<file path="src/hw/rtl/rgbyuv_pkg.sv">
`timescale 1ns / 1ps
// ----------------------------------------------------------------------------
// rgbyuv_pkg
// Types, constants and helper functions of the RGB to YUV 4:2:0 writer.
// ----------------------------------------------------------------------------
package rgbyuv_pkg;

  localparam int MAX_WIDTH_DEF  = 4096;
  localparam int MAX_HEIGHT_DEF = 4096;

  localparam int ADDR_W      = 25;
  localparam int CFG_DATA_W  = 13;
  localparam int CFG_INDEX_W = 2;
  localparam int QUEUE_DEPTH = 4;

  // Configuration register indexes.
  localparam logic [CFG_INDEX_W-1:0] CFG_FRAME_WIDTH  = 2'd0;
  localparam logic [CFG_INDEX_W-1:0] CFG_FRAME_HEIGHT = 2'd1;
  localparam logic [CFG_INDEX_W-1:0] CFG_LAYOUT_MODE  = 2'd2;

  localparam logic [CFG_DATA_W-1:0] RESET_WIDTH  = 13'd640;
  localparam logic [CFG_DATA_W-1:0] RESET_HEIGHT = 13'd480;
  localparam logic                  RESET_LAYOUT = 1'b0;

  localparam logic LAYOUT_INTERLEAVED = 1'b0;
  localparam logic LAYOUT_PLANAR      = 1'b1;

  // Plane codes carried on each output beat.
  localparam logic [1:0] PLANE_LUMA = 2'd0;
  localparam logic [1:0] PLANE_U    = 2'd1;
  localparam logic [1:0] PLANE_V    = 2'd2;

  // BT.601 integer matrix.
  localparam int COEF_Y_R = 66;
  localparam int COEF_Y_G = 129;
  localparam int COEF_Y_B = 25;
  localparam int COEF_U_R = -38;
  localparam int COEF_U_G = -74;
  localparam int COEF_U_B = 112;
  localparam int COEF_V_R = 112;
  localparam int COEF_V_G = -94;
  localparam int COEF_V_B = -18;
  localparam int ROUND_BIAS = 128;
  localparam logic [7:0] LUMA_OFFSET   = 8'd16;
  localparam logic [7:0] CHROMA_OFFSET = 8'd128;

  localparam int SUM_W = 18;

  typedef struct packed {
    logic [7:0] red;
    logic [7:0] green;
    logic [7:0] blue;
  } pixel_t;

  typedef struct packed {
    logic [ADDR_W-1:0] byte_address;
    logic [7:0]        byte_value;
    logic [1:0]        plane_kind;
    logic              last_of_pixel;
    logic              frame_done;
  } result_t;

  // One converted pixel waiting to be written out.
  typedef struct packed {
    logic [7:0]        y;
    logic [7:0]        u;
    logic [7:0]        v;
    logic [ADDR_W-1:0] luma_addr;
    logic [ADDR_W-1:0] first_addr;
    logic [ADDR_W-1:0] second_addr;
    logic              chroma;
    logic              done;
    logic              layout;
  } entry_t;

  // Floor shift of a matrix sum by 8, add the offset, clamp to a byte.
  function automatic logic [7:0] sat_byte(input logic signed [SUM_W-1:0] sum,
                                          input logic [7:0] offs);
    logic signed [10:0] t;
    t = 11'(sum >>> 8) + $signed({3'b000, offs});
    if (t < 0) begin
      return 8'd0;
    end else if (t > 11'sd255) begin
      return 8'd255;
    end
    return t[7:0];
  endfunction

endpackage

</file>
<file path="src/hw/rtl/rgb_to_yuv420_writer.sv">
`timescale 1ns / 1ps
// ----------------------------------------------------------------------------
// rgb_to_yuv420_writer
// Streaming RGB to YUV 4:2:0 converter that emits frame buffer byte writes.
// ----------------------------------------------------------------------------
//
//   Channel   Handshake               Beat contents
//   in        in_valid / in_stall     one RGB pixel, raster order
//   out       out_valid / out_stall   one byte write: address, value, plane
//   cfg       cfg_valid / cfg_ready   register index and write data
//
// Each output beat is one byte; the output side moves one beat per cycle
// unless out_stall holds it. A pixel on an even row and even column makes
// three beats and any other pixel makes one: two beats per pixel along an
// even row and one and a half over a whole frame, paced by the single
// output register. A lone pixel's luma beat passes through the staging
// register, the queue and the output register. After reset and after every
// write to a defined register, input is held off while the frame restarts.
// The four-entry queue absorbs output stalls; input flows until it fills.
//
// Pixels are converted with the integer BT.601 matrix: the weighted sum plus
// 128 is floor-shifted right by 8, offset (16 for luma, 128 for chroma) and
// clamped to a byte. Chroma is sampled from the top-left pixel of each 2x2
// block, with no averaging. Layout 0 places an interleaved V,U plane after
// the luma plane; layout 1 places a quarter-size U plane then a V plane.
// The counters and pointers wrap to the next frame after its last pixel,
// and every write to a defined register restarts the frame.
// ----------------------------------------------------------------------------
module rgb_to_yuv420_writer #(
  parameter int MAX_WIDTH  = rgbyuv_pkg::MAX_WIDTH_DEF,
  parameter int MAX_HEIGHT = rgbyuv_pkg::MAX_HEIGHT_DEF
) (
  input  logic                               clk,
  input  logic                               rst,
  input  logic                               in_valid,
  output logic                               in_stall,
  input  rgbyuv_pkg::pixel_t                 in_data,
  output logic                               out_valid,
  input  logic                               out_stall,
  output rgbyuv_pkg::result_t                out_data,
  input  logic                               cfg_valid,
  output logic                               cfg_ready,
  input  logic [rgbyuv_pkg::CFG_INDEX_W-1:0] cfg_index,
  input  logic [rgbyuv_pkg::CFG_DATA_W-1:0]  cfg_data
);

  logic               push;
  logic               full;
  logic               pop;
  logic               head_valid;
  rgbyuv_pkg::entry_t push_entry;
  rgbyuv_pkg::entry_t head;

  // Registers are always writable; the host must write only while idle.
  assign cfg_ready = 1'b1;

  // Front: configuration, raster counters, write pointers and matrix sums.
  rgbyuv_front #(
    .MAX_WIDTH  (MAX_WIDTH),
    .MAX_HEIGHT (MAX_HEIGHT)
  ) u_front (
    .clk        (clk),
    .rst        (rst),
    .in_valid   (in_valid),
    .in_stall   (in_stall),
    .in_data    (in_data),
    .cfg_valid  (cfg_valid & cfg_ready),
    .cfg_index  (cfg_index),
    .cfg_data   (cfg_data),
    .push       (push),
    .push_entry (push_entry),
    .full       (full)
  );

  // Queue that lets the front keep accepting while the output is stalled.
  rgbyuv_queue u_queue (
    .clk        (clk),
    .rst        (rst),
    .push       (push),
    .push_entry (push_entry),
    .full       (full),
    .pop        (pop),
    .head_valid (head_valid),
    .head       (head)
  );

  // Back: one byte beat per cycle into the output register unless stalled.
  rgbyuv_back u_back (
    .clk        (clk),
    .rst        (rst),
    .head_valid (head_valid),
    .head       (head),
    .pop        (pop),
    .out_valid  (out_valid),
    .out_stall  (out_stall),
    .out_data   (out_data)
  );

endmodule

</file>
<file path="src/hw/rtl/rgbyuv_front.sv">
`timescale 1ns / 1ps
// ----------------------------------------------------------------------------
// rgbyuv_front
// Accepts pixels, holds the configuration, the raster counters and the write
// pointers, forms the matrix sums and hands finished entries to the queue.
// ----------------------------------------------------------------------------
module rgbyuv_front #(
  parameter int MAX_WIDTH  = rgbyuv_pkg::MAX_WIDTH_DEF,
  parameter int MAX_HEIGHT = rgbyuv_pkg::MAX_HEIGHT_DEF
) (
  input  logic                                clk,
  input  logic                                rst,
  input  logic                                in_valid,
  output logic                                in_stall,
  input  rgbyuv_pkg::pixel_t                  in_data,
  input  logic                                cfg_valid,
  input  logic [rgbyuv_pkg::CFG_INDEX_W-1:0]  cfg_index,
  input  logic [rgbyuv_pkg::CFG_DATA_W-1:0]   cfg_data,
  output logic                                push,
  output rgbyuv_pkg::entry_t                  push_entry,
  input  logic                                full
);

  localparam int CW = $clog2(MAX_WIDTH);
  localparam int RW = $clog2(MAX_HEIGHT);
  localparam int WW = CW + 1;
  localparam int HW = RW + 1;
  localparam int AW = WW + HW;
  localparam int AD = rgbyuv_pkg::ADDR_W;
  localparam int SW = rgbyuv_pkg::SUM_W;
  localparam logic [13:0] MAX_W14 = 14'(MAX_WIDTH);
  localparam logic [13:0] MAX_H14 = 14'(MAX_HEIGHT);

  logic [rgbyuv_pkg::CFG_DATA_W-1:0] frame_width;
  logic [rgbyuv_pkg::CFG_DATA_W-1:0] frame_height;
  logic                              layout_mode;
  logic                              settle;

  logic [CW-1:0] column_count;
  logic [RW-1:0] row_count;
  logic [AD-1:0] luma_pointer;
  logic [AD-1:0] chroma_pointer;
  logic [AW-1:0] area;

  logic [WW-1:0] eff_w;
  logic [HW-1:0] eff_h;
  logic [AW-1:0] area_now;
  logic [AD-1:0] quarter;
  logic          last_col;
  logic          last_row;
  logic          chroma;
  logic          done;
  logic          accept;
  logic          cfg_hit;

  logic signed [8:0]    r_s;
  logic signed [8:0]    g_s;
  logic signed [8:0]    b_s;
  logic signed [SW-1:0] y_sum;
  logic signed [SW-1:0] u_sum;
  logic signed [SW-1:0] v_sum;

  // Staging register between acceptance and the queue.
  logic                 a_valid;
  logic signed [SW-1:0] a_ysum;
  logic signed [SW-1:0] a_usum;
  logic signed [SW-1:0] a_vsum;
  logic [AD-1:0]        a_luma;
  logic [AD-1:0]        a_first;
  logic [AD-1:0]        a_second;
  logic                 a_chroma;
  logic                 a_done;
  logic                 a_layout;

  // Sizes are forced even and into 2..MAX.
  always_comb begin
    logic [13:0] w14;
    logic [13:0] h14;
    w14 = {1'b0, frame_width};
    h14 = {1'b0, frame_height};
    if (w14 < 14'd2) begin
      w14 = 14'd2;
    end else if (w14 > MAX_W14) begin
      w14 = MAX_W14;
    end
    if (h14 < 14'd2) begin
      h14 = 14'd2;
    end else if (h14 > MAX_H14) begin
      h14 = MAX_H14;
    end
    eff_w = WW'(w14 & 14'h3FFE);
    eff_h = HW'(h14 & 14'h3FFE);
  end

  assign area_now = AW'(eff_w) * AW'(eff_h);
  assign quarter  = AD'(area >> 2);

  assign last_col = ({1'b0, column_count} + WW'(1)) == eff_w;
  assign last_row = ({1'b0, row_count} + HW'(1)) == eff_h;
  assign done     = last_col & last_row;
  assign chroma   = ~column_count[0] & ~row_count[0];

  assign in_stall = settle | (a_valid & full);
  assign accept   = in_valid & ~in_stall;
  assign push     = a_valid & ~full;

  assign cfg_hit = cfg_valid & ((cfg_index == rgbyuv_pkg::CFG_FRAME_WIDTH) |
                                (cfg_index == rgbyuv_pkg::CFG_FRAME_HEIGHT) |
                                (cfg_index == rgbyuv_pkg::CFG_LAYOUT_MODE));

  always_comb begin
    r_s = $signed({1'b0, in_data.red});
    g_s = $signed({1'b0, in_data.green});
    b_s = $signed({1'b0, in_data.blue});
    y_sum = SW'(rgbyuv_pkg::COEF_Y_R * r_s + rgbyuv_pkg::COEF_Y_G * g_s +
                rgbyuv_pkg::COEF_Y_B * b_s + rgbyuv_pkg::ROUND_BIAS);
    u_sum = SW'(rgbyuv_pkg::COEF_U_R * r_s + rgbyuv_pkg::COEF_U_G * g_s +
                rgbyuv_pkg::COEF_U_B * b_s + rgbyuv_pkg::ROUND_BIAS);
    v_sum = SW'(rgbyuv_pkg::COEF_V_R * r_s + rgbyuv_pkg::COEF_V_G * g_s +
                rgbyuv_pkg::COEF_V_B * b_s + rgbyuv_pkg::ROUND_BIAS);
  end

  always_ff @(posedge clk) begin
    area <= area_now;
    if (rst) begin
      frame_width  <= rgbyuv_pkg::RESET_WIDTH;
      frame_height <= rgbyuv_pkg::RESET_HEIGHT;
      layout_mode  <= rgbyuv_pkg::RESET_LAYOUT;
      settle       <= 1'b1;
    end else begin
      settle <= cfg_hit;
      if (cfg_valid) begin
        unique case (cfg_index)
          rgbyuv_pkg::CFG_FRAME_WIDTH:  frame_width  <= cfg_data;
          rgbyuv_pkg::CFG_FRAME_HEIGHT: frame_height <= cfg_data;
          rgbyuv_pkg::CFG_LAYOUT_MODE:  layout_mode  <= cfg_data[0];
          default: ;
        endcase
      end
    end
  end

  // A restart is taken in the cycle after reset or a write to a defined
  // register, when the new sizes have settled and input is held off.
  always_ff @(posedge clk) begin
    if (rst) begin
      column_count <= '0;
      row_count    <= '0;
      luma_pointer <= '0;
    end else if (settle || (accept && done)) begin
      column_count   <= '0;
      row_count      <= '0;
      luma_pointer   <= '0;
      chroma_pointer <= AD'(area_now);
    end else if (accept) begin
      luma_pointer <= luma_pointer + AD'(1);
      if (last_col) begin
        column_count <= '0;
        row_count    <= row_count + RW'(1);
      end else begin
        column_count <= column_count + CW'(1);
      end
      if (chroma) begin
        chroma_pointer <= chroma_pointer +
                          ((layout_mode == rgbyuv_pkg::LAYOUT_PLANAR) ? AD'(1) : AD'(2));
      end
    end
  end

  always_ff @(posedge clk) begin
    if (rst) begin
      a_valid <= 1'b0;
    end else if (accept) begin
      a_valid <= 1'b1;
    end else if (push) begin
      a_valid <= 1'b0;
    end
  end

  always_ff @(posedge clk) begin
    if (accept) begin
      a_ysum   <= y_sum;
      a_usum   <= u_sum;
      a_vsum   <= v_sum;
      a_luma   <= luma_pointer;
      a_first  <= chroma_pointer;
      a_second <= chroma_pointer +
                  ((layout_mode == rgbyuv_pkg::LAYOUT_PLANAR) ? quarter : AD'(1));
      a_chroma <= chroma;
      a_done   <= done;
      a_layout <= layout_mode;
    end
  end

  always_comb begin
    push_entry.y           = rgbyuv_pkg::sat_byte(a_ysum, rgbyuv_pkg::LUMA_OFFSET);
    push_entry.u           = rgbyuv_pkg::sat_byte(a_usum, rgbyuv_pkg::CHROMA_OFFSET);
    push_entry.v           = rgbyuv_pkg::sat_byte(a_vsum, rgbyuv_pkg::CHROMA_OFFSET);
    push_entry.luma_addr   = a_luma;
    push_entry.first_addr  = a_first;
    push_entry.second_addr = a_second;
    push_entry.chroma      = a_chroma;
    push_entry.done        = a_done;
    push_entry.layout      = a_layout;
  end

endmodule

</file>
<file path="src/hw/rtl/rgbyuv_queue.sv">
`timescale 1ns / 1ps
// ----------------------------------------------------------------------------
// rgbyuv_queue
// Short first-in first-out queue of converted pixels between front and back.
// ----------------------------------------------------------------------------
module rgbyuv_queue (
  input  logic               clk,
  input  logic               rst,
  input  logic               push,
  input  rgbyuv_pkg::entry_t push_entry,
  output logic               full,
  input  logic               pop,
  output logic               head_valid,
  output rgbyuv_pkg::entry_t head
);

  localparam int DEPTH = rgbyuv_pkg::QUEUE_DEPTH;
  localparam int PW    = $clog2(DEPTH);
  localparam int NW    = $clog2(DEPTH + 1);

  rgbyuv_pkg::entry_t slots [DEPTH];
  logic [PW-1:0] wr_ptr;
  logic [PW-1:0] rd_ptr;
  logic [NW-1:0] fill;

  assign full       = fill == NW'(DEPTH);
  assign head_valid = fill != '0;
  assign head       = slots[rd_ptr];

  always_ff @(posedge clk) begin
    if (push) begin
      slots[wr_ptr] <= push_entry;
    end
  end

  always_ff @(posedge clk) begin
    if (rst) begin
      wr_ptr <= '0;
      rd_ptr <= '0;
      fill   <= '0;
    end else begin
      if (push) begin
        wr_ptr <= wr_ptr + PW'(1);
      end
      if (pop) begin
        rd_ptr <= rd_ptr + PW'(1);
      end
      if (push && !pop) begin
        fill <= fill + NW'(1);
      end else if (pop && !push) begin
        fill <= fill - NW'(1);
      end
    end
  end

endmodule

</file>
<file path="src/hw/rtl/rgbyuv_back.sv">
`timescale 1ns / 1ps
// ----------------------------------------------------------------------------
// rgbyuv_back
// Splits each queued pixel into its luma beat and, where present, its two
// chroma beats, one beat per unstalled cycle into the output register.
// ----------------------------------------------------------------------------
module rgbyuv_back (
  input  logic                clk,
  input  logic                rst,
  input  logic                head_valid,
  input  rgbyuv_pkg::entry_t  head,
  output logic                pop,
  output logic                out_valid,
  input  logic                out_stall,
  output rgbyuv_pkg::result_t out_data
);

  localparam logic [1:0] BEAT_LUMA   = 2'd0;
  localparam logic [1:0] BEAT_FIRST  = 2'd1;
  localparam logic [1:0] BEAT_SECOND = 2'd2;

  logic [1:0]          beat_idx;
  logic                load;
  logic                last_beat;
  logic                planar;
  rgbyuv_pkg::result_t beat;

  assign planar    = head.layout == rgbyuv_pkg::LAYOUT_PLANAR;
  assign load      = head_valid & (~out_valid | ~out_stall);
  assign last_beat = (beat_idx == BEAT_LUMA) ? ~head.chroma : (beat_idx == BEAT_SECOND);
  assign pop       = load & last_beat;

  // Planar layout writes U then V; interleaved writes V then U.
  always_comb begin
    beat.last_of_pixel = last_beat;
    beat.frame_done    = head.done;
    unique case (beat_idx)
      BEAT_FIRST: begin
        beat.byte_address = head.first_addr;
        beat.byte_value   = planar ? head.u : head.v;
        beat.plane_kind   = planar ? rgbyuv_pkg::PLANE_U : rgbyuv_pkg::PLANE_V;
      end
      BEAT_SECOND: begin
        beat.byte_address = head.second_addr;
        beat.byte_value   = planar ? head.v : head.u;
        beat.plane_kind   = planar ? rgbyuv_pkg::PLANE_V : rgbyuv_pkg::PLANE_U;
      end
      default: begin
        beat.byte_address = head.luma_addr;
        beat.byte_value   = head.y;
        beat.plane_kind   = rgbyuv_pkg::PLANE_LUMA;
      end
    endcase
  end

  always_ff @(posedge clk) begin
    if (rst) begin
      beat_idx  <= BEAT_LUMA;
      out_valid <= 1'b0;
    end else begin
      if (load) begin
        out_valid <= 1'b1;
        beat_idx  <= last_beat ? BEAT_LUMA : beat_idx + 2'd1;
      end else if (!out_stall) begin
        out_valid <= 1'b0;
      end
    end
  end

  always_ff @(posedge clk) begin
    if (load) begin
      out_data <= beat;
    end
  end

endmodule

</file>
<file path="config.mk">
export PLATFORM = sky130hd
export DESIGN_NAME = rgb_to_yuv420_writer
export DESIGN_NICKNAME = d
export VERILOG_FILES = /design/src/hw/rtl/rgbyuv_pkg.sv /design/src/hw/rtl/rgb_to_yuv420_writer.sv /design/src/hw/rtl/rgbyuv_front.sv /design/src/hw/rtl/rgbyuv_queue.sv /design/src/hw/rtl/rgbyuv_back.sv
export SDC_FILE = /design/constraint.sdc
export NUM_CORES = 2
export LEC_CHECK = 0
export ABC_AREA = 1
export BUFFER_PORTS_ARGS = -buffer_cell sky130_fd_sc_hd__buf_2
export CAP_MARGIN = 20
export CORE_ASPECT_RATIO = 1.2
export CORE_MARGIN = 5
export CORE_UTILIZATION = 50
export DETAILED_ROUTE_END_ITERATION = 10
export PLACE_DENSITY = 0.73
export SLEW_MARGIN = 20
export SYNTH_ARGS = -nofsm -noshare
export SYNTH_HDL_FRONTEND = slang
export SYNTH_SLANG_ARGS = --single-unit
</file>
<file path="constraint.sdc">
create_clock -name clk -period 6.9 [get_ports clk]
set_input_delay 1.38 -clock clk [delete_from_list [all_inputs] [get_ports clk]]
set_output_delay 1.38 -clock clk [all_outputs]
set_load 0.03 [all_outputs]
</file>
==> summary.txt <==
Outcome
  – Status: completed

Global route
  – Met3 usage: 2.31%
  – Number of global-route vias before repair: 29.6k
  – Initial antenna violation count: 0
  – M2 GR Usage: 35.8%
  – Tot GR Track Use: 20.5%
  – First-pass GRT wire length: 152,000 um
  – Global route total overflow: 0
  – GRT busiest layer: met2
  – Grt met1 use: 26.6%
  – Largest net degree at the start of global routing: 89

Cells and area
  – Area Overhead vs Synth: 10.5%
  – Share of layout cells above drive strength 1: 7.41%
  – Layout Nets: 5,047
  – Ant diodes: 0
  – Layout Utilization: 55.5%
  – Finished Cell Area: 46,900 um^2

Clocking
  – Resized cells post-CTS: 0
  – TritonCTS clock tree: done
  – Setup Buffers After CTS: 0
  – Htree depth: 3
  – Num CTS Buffers: 67
  – Clock transition at the registers of the reported paths: 60 ps
  – Worst-Skew Late Latency: 620 ps
  – Hold_buf cts: 0
  – # clock sinks: 692
  – Clock Path Buffers: 3
  – Clock root cell: clkbuf_16

Logic synthesis
  – Post-synth EDFFs: 578
  – Area contributors post-synth: edfxtp_1 41%, ha_1 11%, fa_1 9.5%
  – Ys async rst share: 0%
  – Top-count cell post-synth: nand2_1
  – Yosys reg bits: 692
  – Post-synthesis sequential area ratio: 46.3%
  – Syn nets: 4,909
  – Netlist Area Pre-Place: 42,500 um^2
  – Cell taking the most area after synthesis: edfxtp_1
  – Synth warnings: 0
  – Top cell type's share of synthesized area: 40.9%
  – Commonest register cell after synthesis: edfxtp_1
  – Netlist cell types: 55
  – Syn_area_per_cell: 9.93 um^2
  – Synthesized netlist cell count: 4,277
  – Synth cell count leaders: 699 x nand2_1, 604 x inv_1, 578 x edfxtp_1

Setup path
  – Critical path's most frequent cell: inv_1
  – Worst Path Required: 7250 ps
  – Crit path DAT: 6810 ps
  – CP startpoint: in_data[12]
  – Slowest stage delay, CP: 530 ps
  – Worst setup path class: input pin to flip-flop
  – Worst-path maximum fanout: 3
  – CP Launch Type: input pin
  – Endpoint type of the worst setup path: flip-flop
  – CP max-delay cell: fa_1
  – RR Startpoint: u_front.frame_width[6]
  – Cell family with most CP delay: adder cells
  – Worst path bufs/invs: 7

STA
  – RSZ-0062 raised after global routing: false
  – Final Hold Viols: 0
  – Setup violations, final: 0
  – Fin. max-slew vios: 0
  – Final period util: 93.6%
  – Fin crit period: 6460 ps
  – Worst Tran Pin Value: 988 ps
  – Skew final: 23.5 ps
  – Setup TNS: 0 ps
  – Fmax: 155 MHz
  – Relative max-transition margin: 34.1%

Placement
  – PortBufs: 82
  – HPWL Detailed: 69,000 um
  – Placer congestion estimate: 0.937
  – Area after DPL: 44,600 um^2

Min path
  – Min-delay src: u_front.frame_width[0]
  – HP Class: flip-flop to flip-flop

Drt
  – WL/cell: 16.9 um
  – Post-route DRC: 0
  – ANT nets after route: 0
  – DRT Pass-1 Iters: 5
  – Starting DRT DRC Count: 1,945
  – Detailed-route via count: 29.8k
  – Via/cell ratio: 5.33
  – Post-Route WL: 94,800 um

Power and ir drop
  – Leak: 0.0204 uW
  – Total power: 18,700 uW
  – Maximum VDD drop: 542 uV
  – Power per cell area: 399 nW/um^2

Floorplan
  – Row cnt: 117
  – Full die area: 90,900 um^2
  – Chip Width: 276 um
  – Core area: 84,600 um^2
  – Num ports: 84
  – Overall die height: 329 um
  – Starting Density: 50.2%

Run
  – Number of max-cap violations: 0
## state kept, by name, summed over array words and instances, names as in the netlist, 12 cells and up, named ones only
register,count
u_front.luma_pointer,25
u_queue.slots,408
u_front.column_count,12
u_front.a_second,25
u_front.area,24
u_front.a_luma,25
u_front.row_count,12
u_front.frame_width,13
u_front.chroma_pointer,25
u_front.frame_height,13
u_front.a_first,25
u_back.out_data,37
## routing by layer
layer	wire length, um	vias to the layer above	part of all wire, %
li1	-	14500	-
met1	40400	14300	43
met4	3170	0	3.3
met5	0	-	0
met2	46700	794	49
met3	4520	187	4.8
## power by group
group | leakage, uW | internal [uW] | total, uW | switching, uW
Clock | 0.00111 | 2260 | 3820 | 1550
Combinational | 0.0131 | 3540 | 9180 | 5640
Sequential | 0.00621 | 5510 | 5730 | 225
Total | 0.0204 | 11300 | 18700 | 7420
## cells in the final DEF, fill, tap and decap left out, drive strengths merged, types with 70 or more instances in the layout
| cell type | instances |
|---|---|
| nand2 | 707 |
| xor2 | 129 |
| buf | 184 |
| edfxtp | 578 |
| fa | 201 |
| a21oi | 161 |
| dfxtp | 114 |
| nand3 | 221 |
| nor2 | 466 |
| clkbuf | 84 |
| ha | 387 |
| o21ai | 246 |
| o22ai | 70 |
| inv | 610 |
## path summary, 6_finish.rpt
path,endpoint,slack [ps],cells after the start
setup / recovery,u_front.a_usum[16],440,29
hold reg to reg,u_front.frame_width[0],470,2
setup reg to reg,u_front.chroma_pointer[21],640,24
hold / removal,u_front.frame_width[0],470,2
## metrics by stage
| step | setup slack, ps | hold slack, ps | cells |
|---|---|---|---|
| floorplan | 117 | 408 | 4277 |
| global placement | -132 | 446 | 5476 |
| detailed placement | -169 | 459 | 5476 |
| CTS | 476 | 471 | 5596 |
| global route | 22.8 | 491 | 5596 |
| finish | 439 | 466 | 5596 |
## cells by family after synthesis
kind of cell	share of synthesized area, %
buffers and inverters	6.61
AND/OR/NAND/NOR	14.3
adder cells (fa/ha/maj)	20.9
XOR/XNOR	4.00
AO/OA/AOI/OAI	7.89
other	0.00883
multiplexers	0.0236
flip-flops	46.3
## worst reg2reg max path: cells and delay by family, from the launching register on
| family | cells | cell delay, ps |
|---|---|---|
| DFF | 1 | 360 |
| AOI/OAI and AO/OA | 4 | 850 |
| xor gates and xnor gates | 1 | 190 |
| buffers and inverters | 4 | 460 |
| and+or+nand+nor | 9 | 1180 |
| adders and majority gates | 6 | 2960 |
## layout make-up
cell class,instances,area (um^2)
repair buffers,184,1180
fillers,7236,37700
multi-input cells,2853,20100
clock inverters,36,515
flip-flops and latches,692,19600
inverters,617,2320
well taps,1130,1410
clock buffers,84,1780
(Power assumes the default switching activity.)
